--- config.mk ---
export PLATFORM = sky130hd
export DESIGN_NAME = pbi_ctrl
export DESIGN_NICKNAME = d
export VERILOG_FILES = /design/src/hw/rtl/pbi_pkg.sv /design/src/hw/rtl/pbi_ctrl.sv
export SDC_FILE = /design/constraint.sdc
export NUM_CORES = 1
export LEC_CHECK = 0
export BUFFER_PORTS_ARGS = -buffer_cell sky130_fd_sc_hd__buf_4
export CELL_PAD_IN_SITES_DETAIL_PLACEMENT = 1
export CELL_PAD_IN_SITES_GLOBAL_PLACEMENT = 2
export CORE_MARGIN = 10
export CORE_UTILIZATION = 33
export CTS_BUF_LIST = sky130_fd_sc_hd__clkbuf_8
export DETAILED_ROUTE_END_ITERATION = 8
export HOLD_SLACK_MARGIN = 0.08
export MAX_ROUTING_LAYER = met4
export PLACE_DENSITY = 0.78
export SKIP_CTS_REPAIR_TIMING = 1
export SLEW_MARGIN = 20
export SYNTH_ARGS = -nofsm -noshare
export SYNTH_HDL_FRONTEND = slang
export SYNTH_SLANG_ARGS = --single-unit
--- constraint.sdc ---
create_clock -name clk -period 2.66 [get_ports clk]
set_clock_uncertainty 0.15 [all_clocks]
set_input_delay 0.133 -clock clk [delete_from_list [all_inputs] [get_ports clk]]
set_output_delay 0.133 -clock clk [all_outputs]
set_load 0.02 [all_outputs]
--- src/hw/rtl/pbi_pkg.sv ---
// Shared types, codes and arithmetic helpers of the planar body integrator.
`default_nettype none
package pbi_pkg;

	localparam int FRAC_BITS_DEF = 16;
	localparam int DT_SHIFT      = 16;

	typedef enum logic [1:0] {
		CMD_ADD_ACC = 2'd0,
		CMD_SET_VEL = 2'd1,
		CMD_TICK    = 2'd2,
		CMD_SET_POS = 2'd3
	} pbi_cmd_t;

	localparam logic [1:0] CFG_MAX_ACC = 2'd0;
	localparam logic [1:0] CFG_VEL_LOSS = 2'd1;
	localparam logic [1:0] CFG_DECEL = 2'd2;

	// state vector register indexes
	localparam logic [2:0] SEL_POS = 3'd0;
	localparam logic [2:0] SEL_VEL = 3'd2;
	localparam logic [2:0] SEL_ACC = 3'd4;

	typedef enum logic [4:0] {
		OP_NONE,
		OP_LATCH,
		OP_LOAD,
		OP_ACC_ADD,
		OP_MUL_DT,
		OP_ADD_DT,
		OP_SQX,
		OP_SQY,
		OP_SUM,
		OP_SQMAX,
		OP_SQRT,
		OP_RATE,
		OP_TGT_MAX,
		OP_TGT_SHR,
		OP_MULT,
		OP_DIV,
		OP_WR,
		OP_OUT
	} pbi_op_t;

	typedef struct packed {
		pbi_op_t    op;
		logic [2:0] sel;
		logic [2:0] dst;
	} pbi_ctl_t;

	typedef struct packed {
		logic gt;
		logic len_zero;
		logic busy;
	} pbi_sts_t;

	function automatic logic [31:0] mag32(input logic signed [31:0] v);
		mag32 = v[31] ? (32'd0 - v) : v;
	endfunction

	function automatic logic signed [31:0] with_sign(input logic signed [31:0] r,
			input logic [31:0] m);
		with_sign = r[31] ? (32'd0 - m) : m;
	endfunction

	function automatic logic signed [31:0] sat_add(input logic signed [31:0] a,
			input logic signed [31:0] b);
		logic signed [32:0] s;
		s = {a[31], a} + {b[31], b};
		if (s[32] != s[31])
			sat_add = s[32] ? 32'sh8000_0000 : 32'sh7FFF_FFFF;
		else
			sat_add = s[31:0];
	endfunction

endpackage
`default_nettype wire

--- src/hw/rtl/pbi_ctrl.sv ---
// Controller: sequences each command through the shared datapath units.
`default_nettype none
module pbi_ctrl
	import pbi_pkg::*;
(
	input  wire        clk,
	input  wire        arst_n,
	input  wire        in_valid,
	output logic       in_ready,
	input  wire  [1:0] command,
	output logic       out_valid,
	input  wire        out_ready,
	output pbi_ctl_t   ctl,
	input  pbi_sts_t   sts
);

	typedef enum logic [4:0] {
		S_IDLE, S_LOAD, S_ACC, S_DTM, S_DTA, S_SQX, S_SQY, S_SUM, S_SQMAX,
		S_TEST, S_SQRT, S_SQW, S_RATE, S_TGT, S_MULT, S_DIV, S_DIVW, S_WR, S_FIN
	} state_t;

	state_t     state_q;
	logic [1:0] cmd_q, k_q;
	logic       comp_q, shrink_q, out_valid_q;
	logic [2:0] pair_q, src;

	assign in_ready  = state_q == S_IDLE;
	assign out_valid = out_valid_q;
	assign src       = k_q[1] ? {1'b0, k_q} : {1'b1, k_q};

	always_comb begin
		ctl.op  = OP_NONE;
		ctl.sel = pair_q;
		ctl.dst = src - 3'd2;
		case (state_q)
			S_IDLE:  if (in_valid) ctl.op = OP_LATCH;
			S_LOAD: begin
				ctl.op  = OP_LOAD;
				ctl.sel = (cmd_q == CMD_SET_VEL) ? SEL_VEL : SEL_POS;
			end
			S_ACC:   ctl.op = OP_ACC_ADD;
			S_DTM: begin
				ctl.op  = OP_MUL_DT;
				ctl.sel = src;
			end
			S_DTA: begin
				ctl.op  = OP_ADD_DT;
				ctl.sel = src;
			end
			S_SQX:   ctl.op = OP_SQX;
			S_SQY:   ctl.op = OP_SQY;
			S_SUM:   ctl.op = OP_SUM;
			S_SQMAX: ctl.op = OP_SQMAX;
			S_SQRT:  ctl.op = OP_SQRT;
			S_RATE:  ctl.op = OP_RATE;
			S_TGT:   ctl.op = shrink_q ? OP_TGT_SHR : OP_TGT_MAX;
			S_MULT: begin
				ctl.op  = OP_MULT;
				ctl.sel = pair_q | {2'b00, comp_q};
			end
			S_DIV:   ctl.op = OP_DIV;
			S_WR: begin
				ctl.op  = OP_WR;
				ctl.sel = pair_q | {2'b00, comp_q};
			end
			S_FIN:   if (!out_valid_q || out_ready) ctl.op = OP_OUT;
			default: ;
		endcase
	end

	always_ff @(posedge clk or negedge arst_n) begin
		if (!arst_n) begin
			state_q     <= S_IDLE;
			out_valid_q <= 1'b0;
			cmd_q       <= CMD_ADD_ACC;
			k_q         <= '0;
			comp_q      <= 1'b0;
			shrink_q    <= 1'b0;
			pair_q      <= SEL_ACC;
		end else begin
			if (out_valid_q && out_ready)
				out_valid_q <= 1'b0;
			case (state_q)
				S_IDLE: begin
					if (in_valid) begin
						cmd_q <= command;
						k_q   <= '0;
						case (command)
							CMD_ADD_ACC: state_q <= S_ACC;
							CMD_TICK:    state_q <= S_DTM;
							default:     state_q <= S_LOAD;
						endcase
					end
				end
				S_LOAD: state_q <= S_FIN;
				S_ACC: begin
					pair_q   <= SEL_ACC;
					shrink_q <= 1'b0;
					state_q  <= S_SQX;
				end
				S_DTM: state_q <= S_DTA;
				S_DTA: begin
					k_q <= k_q + 2'd1;
					if (k_q == 2'd3) begin
						pair_q   <= SEL_VEL;
						shrink_q <= 1'b1;
						state_q  <= S_SQX;
					end else begin
						state_q <= S_DTM;
					end
				end
				S_SQX: state_q <= S_SQY;
				S_SQY: state_q <= S_SUM;
				S_SUM: state_q <= shrink_q ? S_SQRT : S_SQMAX;
				S_SQMAX: state_q <= S_TEST;
				S_TEST: state_q <= sts.gt ? S_SQRT : S_FIN;
				S_SQRT: state_q <= S_SQW;
				S_SQW: if (!sts.busy) state_q <= shrink_q ? S_RATE : S_TGT;
				S_RATE: state_q <= S_TGT;
				S_TGT: begin
					comp_q <= 1'b0;
					if (!sts.len_zero)
						state_q <= S_MULT;
					else if (shrink_q && pair_q == SEL_VEL) begin
						pair_q  <= SEL_ACC;
						state_q <= S_SQX;
					end else
						state_q <= S_FIN;
				end
				S_MULT: state_q <= S_DIV;
				S_DIV:  state_q <= S_DIVW;
				S_DIVW: if (!sts.busy) state_q <= S_WR;
				S_WR: begin
					if (!comp_q) begin
						comp_q  <= 1'b1;
						state_q <= S_MULT;
					end else if (shrink_q && pair_q == SEL_VEL) begin
						pair_q  <= SEL_ACC;
						state_q <= S_SQX;
					end else
						state_q <= S_FIN;
				end
				S_FIN: begin
					if (!out_valid_q || out_ready) begin
						out_valid_q <= 1'b1;
						state_q     <= S_IDLE;
					end
				end
				default: state_q <= S_IDLE;
			endcase
		end
	end

endmodule
`default_nettype wire

==> results.json, run 1 <==
{
  "status": "finished, final reports clean",
  "fin_nets": 199,
  "ys_types": 51,
  "path_cells": "buf_4 -> nor2b_1 -> or2_2 -> a22oi_1 -> or3_1 -> o2111ai_1 -> buf_4",
  "clk_pin_slew_ps": 60,
  "hold_violations": 0,
  "crit_path_end_kind": "output pin",
  "ant_nets": 0,
  "fin_crit_sh": 0.920,
  "hold_path.class": "primary input to async pin",
  "critPathArrivalTime_ps": 2160,
  "final_area_um2": 1550,
  "rsz0062_at_grt": "no",
  "fill_cells": 463,
  "die_w_um": 82.5,
  "critPathRequiredTime_ps": 2380,
  "synth_edf_count": 0,
  "cts_sinks": 14,
  "clockRootBuffer": "clkbuf_8",
  "slew_headroom": 0.617,
  "multiInputGateArea_um2": 837,
  "path_max_fanout": 10,
  "core_area_um2": 3720,
  "crit_top_cell": "buf_4",
  "numPortBuffers": 20,
  "cellLeakagePower_uw": 0.000690,
  "fin_tns_setup_ps": 0,
  "placementRows": 22,
  "h-tree-depth": 1,
  "drv_cap": 0,
  "start_kind": "flip-flop",
  "cts_tree": "done",
  "dp_hpwl_um": 3330,
  "synthFlopType": "dfrtp_1",
  "period_needed_ps": 2450,
  "yosys.area.top_type": "dfrtp_1",
  "wirelength_um": 4350,
  "vias_per_cell": 5.52,
  "start_util": 0.347,
  "ys_top_cells_by_area": "dfrtp_1 (25%), a21oi_1 (6.2%), nand2_1 (5.5%)",
  "slew_viol_final": 0,
  "setup_violations": 0,
  "diodes": 0,
  "whs_ps": 109,
  "synth_fp_nets": 180,
  "antenna_found_initial": 0,
  "synth_cells": 170,
  "seq_area_um2": 352,
  "final_cell_mix": "buf_4 (25), nand2_1 (19), a21oi_1 (16)",
  "dieArea_um2": 6810,
  "cpPeakStageDelay_ps": 610,
  "criticalPathCategory": "flip-flop to output pin",
  "ys_seq_area_frac": 0.273,
  "layout-drive-gt1-share": 0.223,
  "worstMarginPinSlew_ps": 574,
  "synth_top_area_frac": 0.252,
  "cpMaxStageDelayCell": "dfrtp_1",
  "dr.pass1.iters": 4,
  "gr-total-overflow": 0,
  "finalPower_uw": 1840,
  "track_usage": 0.137,
  "synthesis.area_um2": 1290,
  "grt_pass1_vias": 1347,
  "ios": 22,
  "flow.area_growth_from_synthesis_pct": 20.5,
  "syn_avg_cell_area_um2": 7.59,
  "wire_per_inst_um": 18.4,
  "p_per_area_nw_per_um2": 1190,
  "grt_max_degree": 21,
  "die_y_um": 82.5,
  "grt_pass1_wl_um": 7070,
  "place_congestion": 0.853,
  "final_common_cell": "buf_4",
  "postPlaceCellArea_um2": 1460,
  "clock_latency_ps": 250,
  "drt-initial-drc-count": 94,
  "max_clock_freq_mhz": 409,
  "yosysWarnings": 0,
  "cts_buffer_depth": 2,
  "irDropWorstVdd_v": 0.000440,
  "synth_seq_cells": 14,
  "async_flop_share": 1.00,
  "drc_errors": 0,
  "vias": 1303,
  "cts_buffers": 3
}
-- worst paths after layout --
| path | startpoint | endpoint | slack [ps] | cells past startpoint |
|---|---|---|---|---|
| min in group clk | sts[1] | state_q[2] | 170 | 4 |
| worst max register to register | state_q[2] | pair_q[2] | 460 | 6 |
| worst min register to register | cmd_q[0] | cmd_q[0] | 360 | 1 |
| worst max-delay path | state_q[2] | ctl[6] | 210 | 7 |
| max in group asynchronous | arst_n | pair_q[2] | 2010 | 2 |
| worst min-delay path | arst_n | out_valid | 110 | 2 |
-- metrics by stage --
| step | instances | worst slack [ps] | utilization |
|---|---|---|---|
| 2_1_floorplan | 170 | 579 | - |
| 3_3_place_gp | 228 | 530 | 0.393 |
| 3_5_place_dp | 228 | 487 | 0.393 |
| 4_1_cts | 232 | 215 | 0.407 |
| 5_1_grt | 236 | 79.9 | 0.418 |
| 6_report | 236 | 213 | 0.418 |
-- cells in the mapped netlist, types with 2 or more instances --
cell type / number
dfrtp_1: 13
buf_4: 2
nor3_1: 6
mux2_2: 3
buf_2: 6
nand3_1: 6
a22oi_1: 4
a211oi_1: 2
nand2_1: 19
inv_1: 6
nor2b_1: 8
o31ai_1: 2
nor4_1: 2
o21ai_0: 9
and2_1: 4
or2_2: 3
clkbuf_1: 6
a221o_1: 2
a21o_1: 4
a21oi_1: 16
a32oi_1: 2
nand2b_1: 4
o21bai_1: 3
nor2_1: 11
-- registers in the layout (all words and copies together) (netlist names) --
register and cells:
state_q 5, cmd_q 2, k_q 2, pair_q 2
comp_q 1, out_valid 1, shrink_q 1
-- routing by layer --
| metal | wire length [µm] | up-vias | global-route usage |
|---|---|---|---|
| li1 | - | 645 | - |
| met4 | 19 | 0 | 0.0151 |
| met1 | 2030 | 633 | 0.175 |
| met5 | 0 | - | - |
| met3 | 156 | 3 | 0.0324 |
| met2 | 2140 | 22 | 0.222 |
-- worst max-delay path, delay by kind of cell, from the launching register on --
| kind | cells | cell delay (ps) |
|---|---|---|
| compound gates | 2 | 150 |
| buf+inv | 2 | 420 |
| flops | 1 | 610 |
| simple gates | 3 | 720 |
-- where the power goes --
part | internal, µW | leakage [µW] | switching, µW
Combinational | 507 | 0.000488 | 650
Sequential | 297 | 0.000174 | 172
Clock | 132 | 0.0000288 | 86.7
Total | 935 | 0.000690 | 909
-- cells by family (layout without fill, tap and decap cells) --
family / after synthesis / after routing / share of synthesized area
other: 1 / 1 / 0.00291
AOI/OAI and AO/OA: 53 / 53 / 0.269
muxes: 4 / 4 / 0.0349
adders and majority gates: 1 / 1 / 0.00970
and+or+nand+nor: 76 / 76 / 0.333
DFF: 14 / 14 / 0.273
buffers and inverters: 21 / 39 / 0.0786
-- layout make-up --
cell class                      instances  area share
Clock buffer                            4      0.0354
Inverter                                6      0.0145
Multi-Input combinational cell        135       0.539
Sequential cell                        14       0.226
Tap cell                               48      0.0386
Timing Repair Buffer                   29       0.147
Note: power is estimated with default switching activity, not from simulation.
==> run 2, diff against run 1 <==
--- a/config.mk
+++ b/config.mk
@@ -5,16 +5,16 @@
 export SDC_FILE = /design/constraint.sdc
 export NUM_CORES = 1
 export LEC_CHECK = 0
-export BUFFER_PORTS_ARGS = -buffer_cell sky130_fd_sc_hd__buf_4
 export CELL_PAD_IN_SITES_DETAIL_PLACEMENT = 1
 export CELL_PAD_IN_SITES_GLOBAL_PLACEMENT = 2
 export CORE_MARGIN = 10
-export CORE_UTILIZATION = 33
+export CORE_UTILIZATION = 37
 export CTS_BUF_LIST = sky130_fd_sc_hd__clkbuf_8
 export DETAILED_ROUTE_END_ITERATION = 8
+export DONT_BUFFER_PORTS = 1
 export HOLD_SLACK_MARGIN = 0.08
 export MAX_ROUTING_LAYER = met4
-export PLACE_DENSITY = 0.78
+export PLACE_DENSITY_LB_ADDON = 0.2
 export SKIP_CTS_REPAIR_TIMING = 1
 export SLEW_MARGIN = 20
 export SYNTH_ARGS = -nofsm -noshare
==> results.json, run 2 (same netlist as run 1, synthesis figures left out) <==
{
  "status": "finished, final reports clean",
  "p_int_uw": 841,
  "clk_pin_slew_ps": 60,
  "holdPathStages": 3,
  "cellLeakagePower_uw": 0.000614,
  "h-tree-depth": 1,
  "final_cell_mix": "nand2_1 (19), a21oi_1 (16), dfrtp_1 (13)",
  "worstMarginPinSlew_ps": 693,
  "dr.pass1.iters": 4,
  "grt_max_degree": 21,
  "grt_pass1_wl_um": 6720,
  "fin_tns_setup_ps": 0,
  "ios": 22,
  "max_clock_freq_mhz": 402,
  "numPortBuffers": 0,
  "post-route-util": 0.425,
  "cts_buffer_depth": 2,
  "start_util": 0.384,
  "clock_latency_ps": 250,
  "reg2regPathDepth": 4,
  "vias_per_cell": 5.82,
  "wire_per_inst_um": 18.4,
  "p_per_area_nw_per_um2": 1210,
  "fin_nets": 184,
  "dieArea_um2": 6250,
  "die_y_um": 79.0,
  "drc_errors": 0,
  "layout-drive-gt1-share": 0.150,
  "critPathArrivalTime_ps": 2210,
  "cts_tree": "done",
  "grt_pass1_vias": 1343,
  "wirelength_um": 4020,
  "final_common_cell": "nand2_1",
  "slew_viol_final": 0,
  "net-switching-power_uw": 882,
  "largest_reg_flops": 5,
  "irDropWorstVdd_v": 0.000513,
  "fill_cells": 430,
  "diodes": 0,
  "vias": 1275,
  "place_congestion": 0.836,
  "ant_nets": 0,
  "dp_hpwl_um": 3150,
  "core_area_um2": 3360,
  "crit_path_end_kind": "output pin",
  "drv_cap": 0,
  "postPlaceCellArea_um2": 1340,
  "clockRootBuffer": "clkbuf_8",
  "hold_violations": 0,
  "setup_violations": 0,
  "antenna_found_initial": 0,
  "criticalPathCategory": "flip-flop to output pin",
  "start_kind": "flip-flop",
  "p_comb_frac": 0.616,
  "period_needed_ps": 2490,
  "regMostFlops": "state_q",
  "drt-initial-drc-count": 65,
  "switching_share": 0.512,
  "track_usage": 0.137,
  "flow.area_growth_from_synthesis_pct": 10.8,
  "slew_headroom": 0.537,
  "whs_ps": 50.8,
  "rsz0062_at_grt": "no",
  "fin_crit_sh": 0.936,
  "placementRows": 21,
  "die_w_um": 79.0,
  "gr-total-overflow": 0,
  "path_max_fanout": 19,
  "cts_buffers": 3,
  "seqPwrFrac": 0.276,
  "hold_path.class": "primary input to flip-flop",
  "cts_sinks": 14,
  "clkPwrFrac": 0.108,
  "final_area_um2": 1430,
  "critPathRequiredTime_ps": 2380
}
==> run 2: cell count changes in the layout (fill, tap and decap cells not counted), sizes merged <==
cell | before | now
clkbuf | 4 | 3
inv | 6 | 7
buf | 25 | 10
==> run 2: critical path, cell delays in order (launching register included) <==
cell	delay, ps
dfrtp_1	700
nor2b_1	430
nand2_1	90
a21oi_1	160
a31oi_1	70
o2111ai_1	500
==> run 2: worst paths after layout <==
kind	startpoint	end	slack [ps]
min in group asynchronous	arst_n	state_q[1]	210
worst max register to register	state_q[3]	state_q[4]	440
worst min-delay path	sts[1]	state_q[2]	50
worst min register to register	cmd_q[0]	cmd_q[0]	360
worst max-delay path	state_q[2]	ctl[6]	170
max in group asynchronous	arst_n	k_q[1]	1700
==> run 2: area by class of cell <==
type,instances,area (µm²),area share
well taps,46,57.6,0.0403
clock inverters,1,3.75,0.00263
multi-input cells,135,837,0.586
clock buffers,3,41.3,0.0289
repair buffers,14,115,0.0806
inverters,6,22.5,0.0158
flip-flops and latches,14,352,0.246
==> run 2: per-stage QoR <==
step / worst slack [ps] / cells / power, µW
final: 170 / 219 / 1720
after global routing: 33.5 / 219 / 1880
after CTS: 184 / 215 / 1720
after detailed placement: 460 / 211 / 1530
after global placement: 493 / 211 / 1520
after floorplan: 579 / 170 / 1250
==> run 2: metal layers <==
layer  GRT usage  part of all wire
met1       0.161              0.46
met2       0.223              0.48
met3      0.0428             0.036
met4      0.0358             0.016
met5           -                 0
==> run 2: power by group through the flow <==
stage / logic [µW] / registers [µW] / clock network, µW
6_report: 1060 / 476 / 186
5_1_grt: 1180 / 499 / 199
4_1_cts: 1060 / 472 / 188
3_5_place_dp: 1050 / 478 / 0
3_3_place_gp: 1040 / 474 / 0
2_1_floorplan: 903 / 350 / 0
==> run 3, diff against run 2 <==
--- a/config.mk
+++ b/config.mk
@@ -8,7 +8,7 @@
 export CELL_PAD_IN_SITES_DETAIL_PLACEMENT = 1
 export CELL_PAD_IN_SITES_GLOBAL_PLACEMENT = 2
 export CORE_MARGIN = 10
-export CORE_UTILIZATION = 37
+export CORE_UTILIZATION = 34
 export CTS_BUF_LIST = sky130_fd_sc_hd__clkbuf_8
 export DETAILED_ROUTE_END_ITERATION = 8
 export DONT_BUFFER_PORTS = 1
==> constraint.sdc (replaced) <==
create_clock -name clk -period 2.2 [get_ports clk]
set_clock_uncertainty 0.15 [all_clocks]
set_input_delay 0.11 -clock clk [delete_from_list [all_inputs] [get_ports clk]]
set_output_delay 0.11 -clock clk [all_outputs]
set_load 0.02 [all_outputs]
==> results.json, run 3 (same netlist as run 1, synthesis figures left out) <==
{
  "die_y_um": 81.6,
  "critPathArrivalTime_ps": 1850,
  "regMostFlops": "state_q",
  "cellLeakagePower_uw": 0.000656,
  "net-switching-power_uw": 1120,
  "gr-total-overflow": 0,
  "reg2reg_slack_ps": 210,
  "clk_pin_slew_ps": 70,
  "crit_family": "simple AND/OR/NAND/NOR gates",
  "clockRootBuffer": "clkbuf_8",
  "cpPeakStageDelay_ps": 440,
  "status": "finished, final reports clean",
  "clkPwrFrac": 0.115,
  "hold_path.class": "primary input to flip-flop",
  "dieArea_um2": 6660,
  "drt-initial-drc-count": 103,
  "h-tree-depth": 1,
  "flow.area_growth_from_synthesis_pct": 18.3,
  "grt_pass1_vias": 1351,
  "drv_cap": 0,
  "post-route-util": 0.417,
  "crit_path_end_kind": "output pin",
  "hold_violations": 0,
  "slew_headroom": 0.525,
  "antenna_found_initial": 0,
  "clock_latency_ps": 250,
  "grt_max_degree": 21,
  "max_clock_freq_mhz": 474,
  "whs_ps": 38.6,
  "vias_per_cell": 5.78,
  "p_int_uw": 1130,
  "p_comb_frac": 0.645,
  "fin_nets": 192,
  "core_area_um2": 3660,
  "startpoint": "state_q[2]",
  "wirelength_um": 4360,
  "ant_nets": 0,
  "placementRows": 22,
  "worst-path-buf-inv": 2,
  "setup_violations": 0,
  "worstMarginPinSlew_ps": 711,
  "dp_hpwl_um": 3320,
  "cts_buffers": 3,
  "place_congestion": 0.931,
  "ios": 22,
  "period_needed_ps": 2110,
  "vias": 1324,
  "path_cells": "buf_6 -> nor2b_2 -> or2_2 -> a22oi_1 -> or3_1 -> o2111ai_1 -> buf_4",
  "criticalPathCategory": "flip-flop to output pin",
  "fill_cells": 452,
  "cts_buffer_depth": 2,
  "die_w_um": 81.6,
  "grt_pass1_wl_um": 6910,
  "start_kind": "flip-flop",
  "final_cell_mix": "nand2_1 (19), a21oi_1 (16), buf_4 (16)",
  "drc_errors": 0,
  "cts_tree": "done",
  "final_common_cell": "nand2_1",
  "reg2reg_from": "state_q[2]",
  "min_from": "out_ready",
  "numPortBuffers": 0,
  "cts_sinks": 14,
  "p_per_area_nw_per_um2": 1480,
  "irDropWorstVdd_v": 0.000426,
  "dr.pass1.iters": 4,
  "path_max_fanout": 12,
  "start_util": 0.352,
  "diodes": 0,
  "track_usage": 0.134,
  "largest_reg_flops": 5,
  "fin_tns_setup_ps": 0,
  "layout-drive-gt1-share": 0.232,
  "seqPwrFrac": 0.239,
  "wire_per_inst_um": 19.0,
  "fin_crit_sh": 0.960,
  "cpMaxStageDelayCell": "dfrtp_2",
  "switching_share": 0.497,
  "rsz0062_at_grt": "no",
  "critPathRequiredTime_ps": 1940,
  "slew_viol_final": 0
}
run 3: cell types whose count changed in the layout (fill, tap and decap cells not counted), sizes merged:
cell,change
inv,-1
buf,+8
clkbuf,+1
run 3: layer usage:
layer  vias up  GRT usage  share of wire
li1        630          -              -
met5         -          -              0
met2        28      0.227           0.50
met4         0     0.0289              0
met3         0     0.0153          0.058
met1       666      0.168           0.44
run 3: power groups by stage:
stage,sequential (µW),combinational (µW),clock (µW)
floorplan,423,1090,0
global placement,523,1380,0
detailed placement,528,1400,0
CTS,523,1400,263
global route,561,1610,269
finish,539,1450,260
run 3: final cells by class:
class | instances | area, µm² | share of cell area
clock buffer | 4 | 55.1 | 0.0361
sequential | 14 | 355 | 0.233
timing repair buffer | 22 | 183 | 0.120
multi-input combinational | 135 | 851 | 0.557
tap | 48 | 60.1 | 0.0393
inverter | 6 | 22.5 | 0.0148
run 3: worst register-to-register path: cells and delay by family, from the launching register on:
family / cells / cell delay (ps)
mux: 1 / 330
flops: 1 / 440
simple gates: 3 / 950
run 3: path summary, 6_finish.rpt:
check / end / cells past startpoint
min in group asynchronous: state_q[0] / 1
setup / recovery: ctl[6] / 7
hold reg to reg: cmd_q[0] / 1
setup reg to reg: state_q[4] / 4
hold / removal: state_q[1] / 3
max in group asynchronous: state_q[1] / 1
run 3: through the flow:
stage	std cells	total power, µW	worst slack, ps	instance area (µm²)
final	229	2250	88.5	1530
after global routing	229	2440	12.6	1530
after CTS	223	2190	-68.9	1450
after detailed placement	219	1930	201	1390
after global placement	219	1900	180	1390
after floorplan	170	1510	142	1290
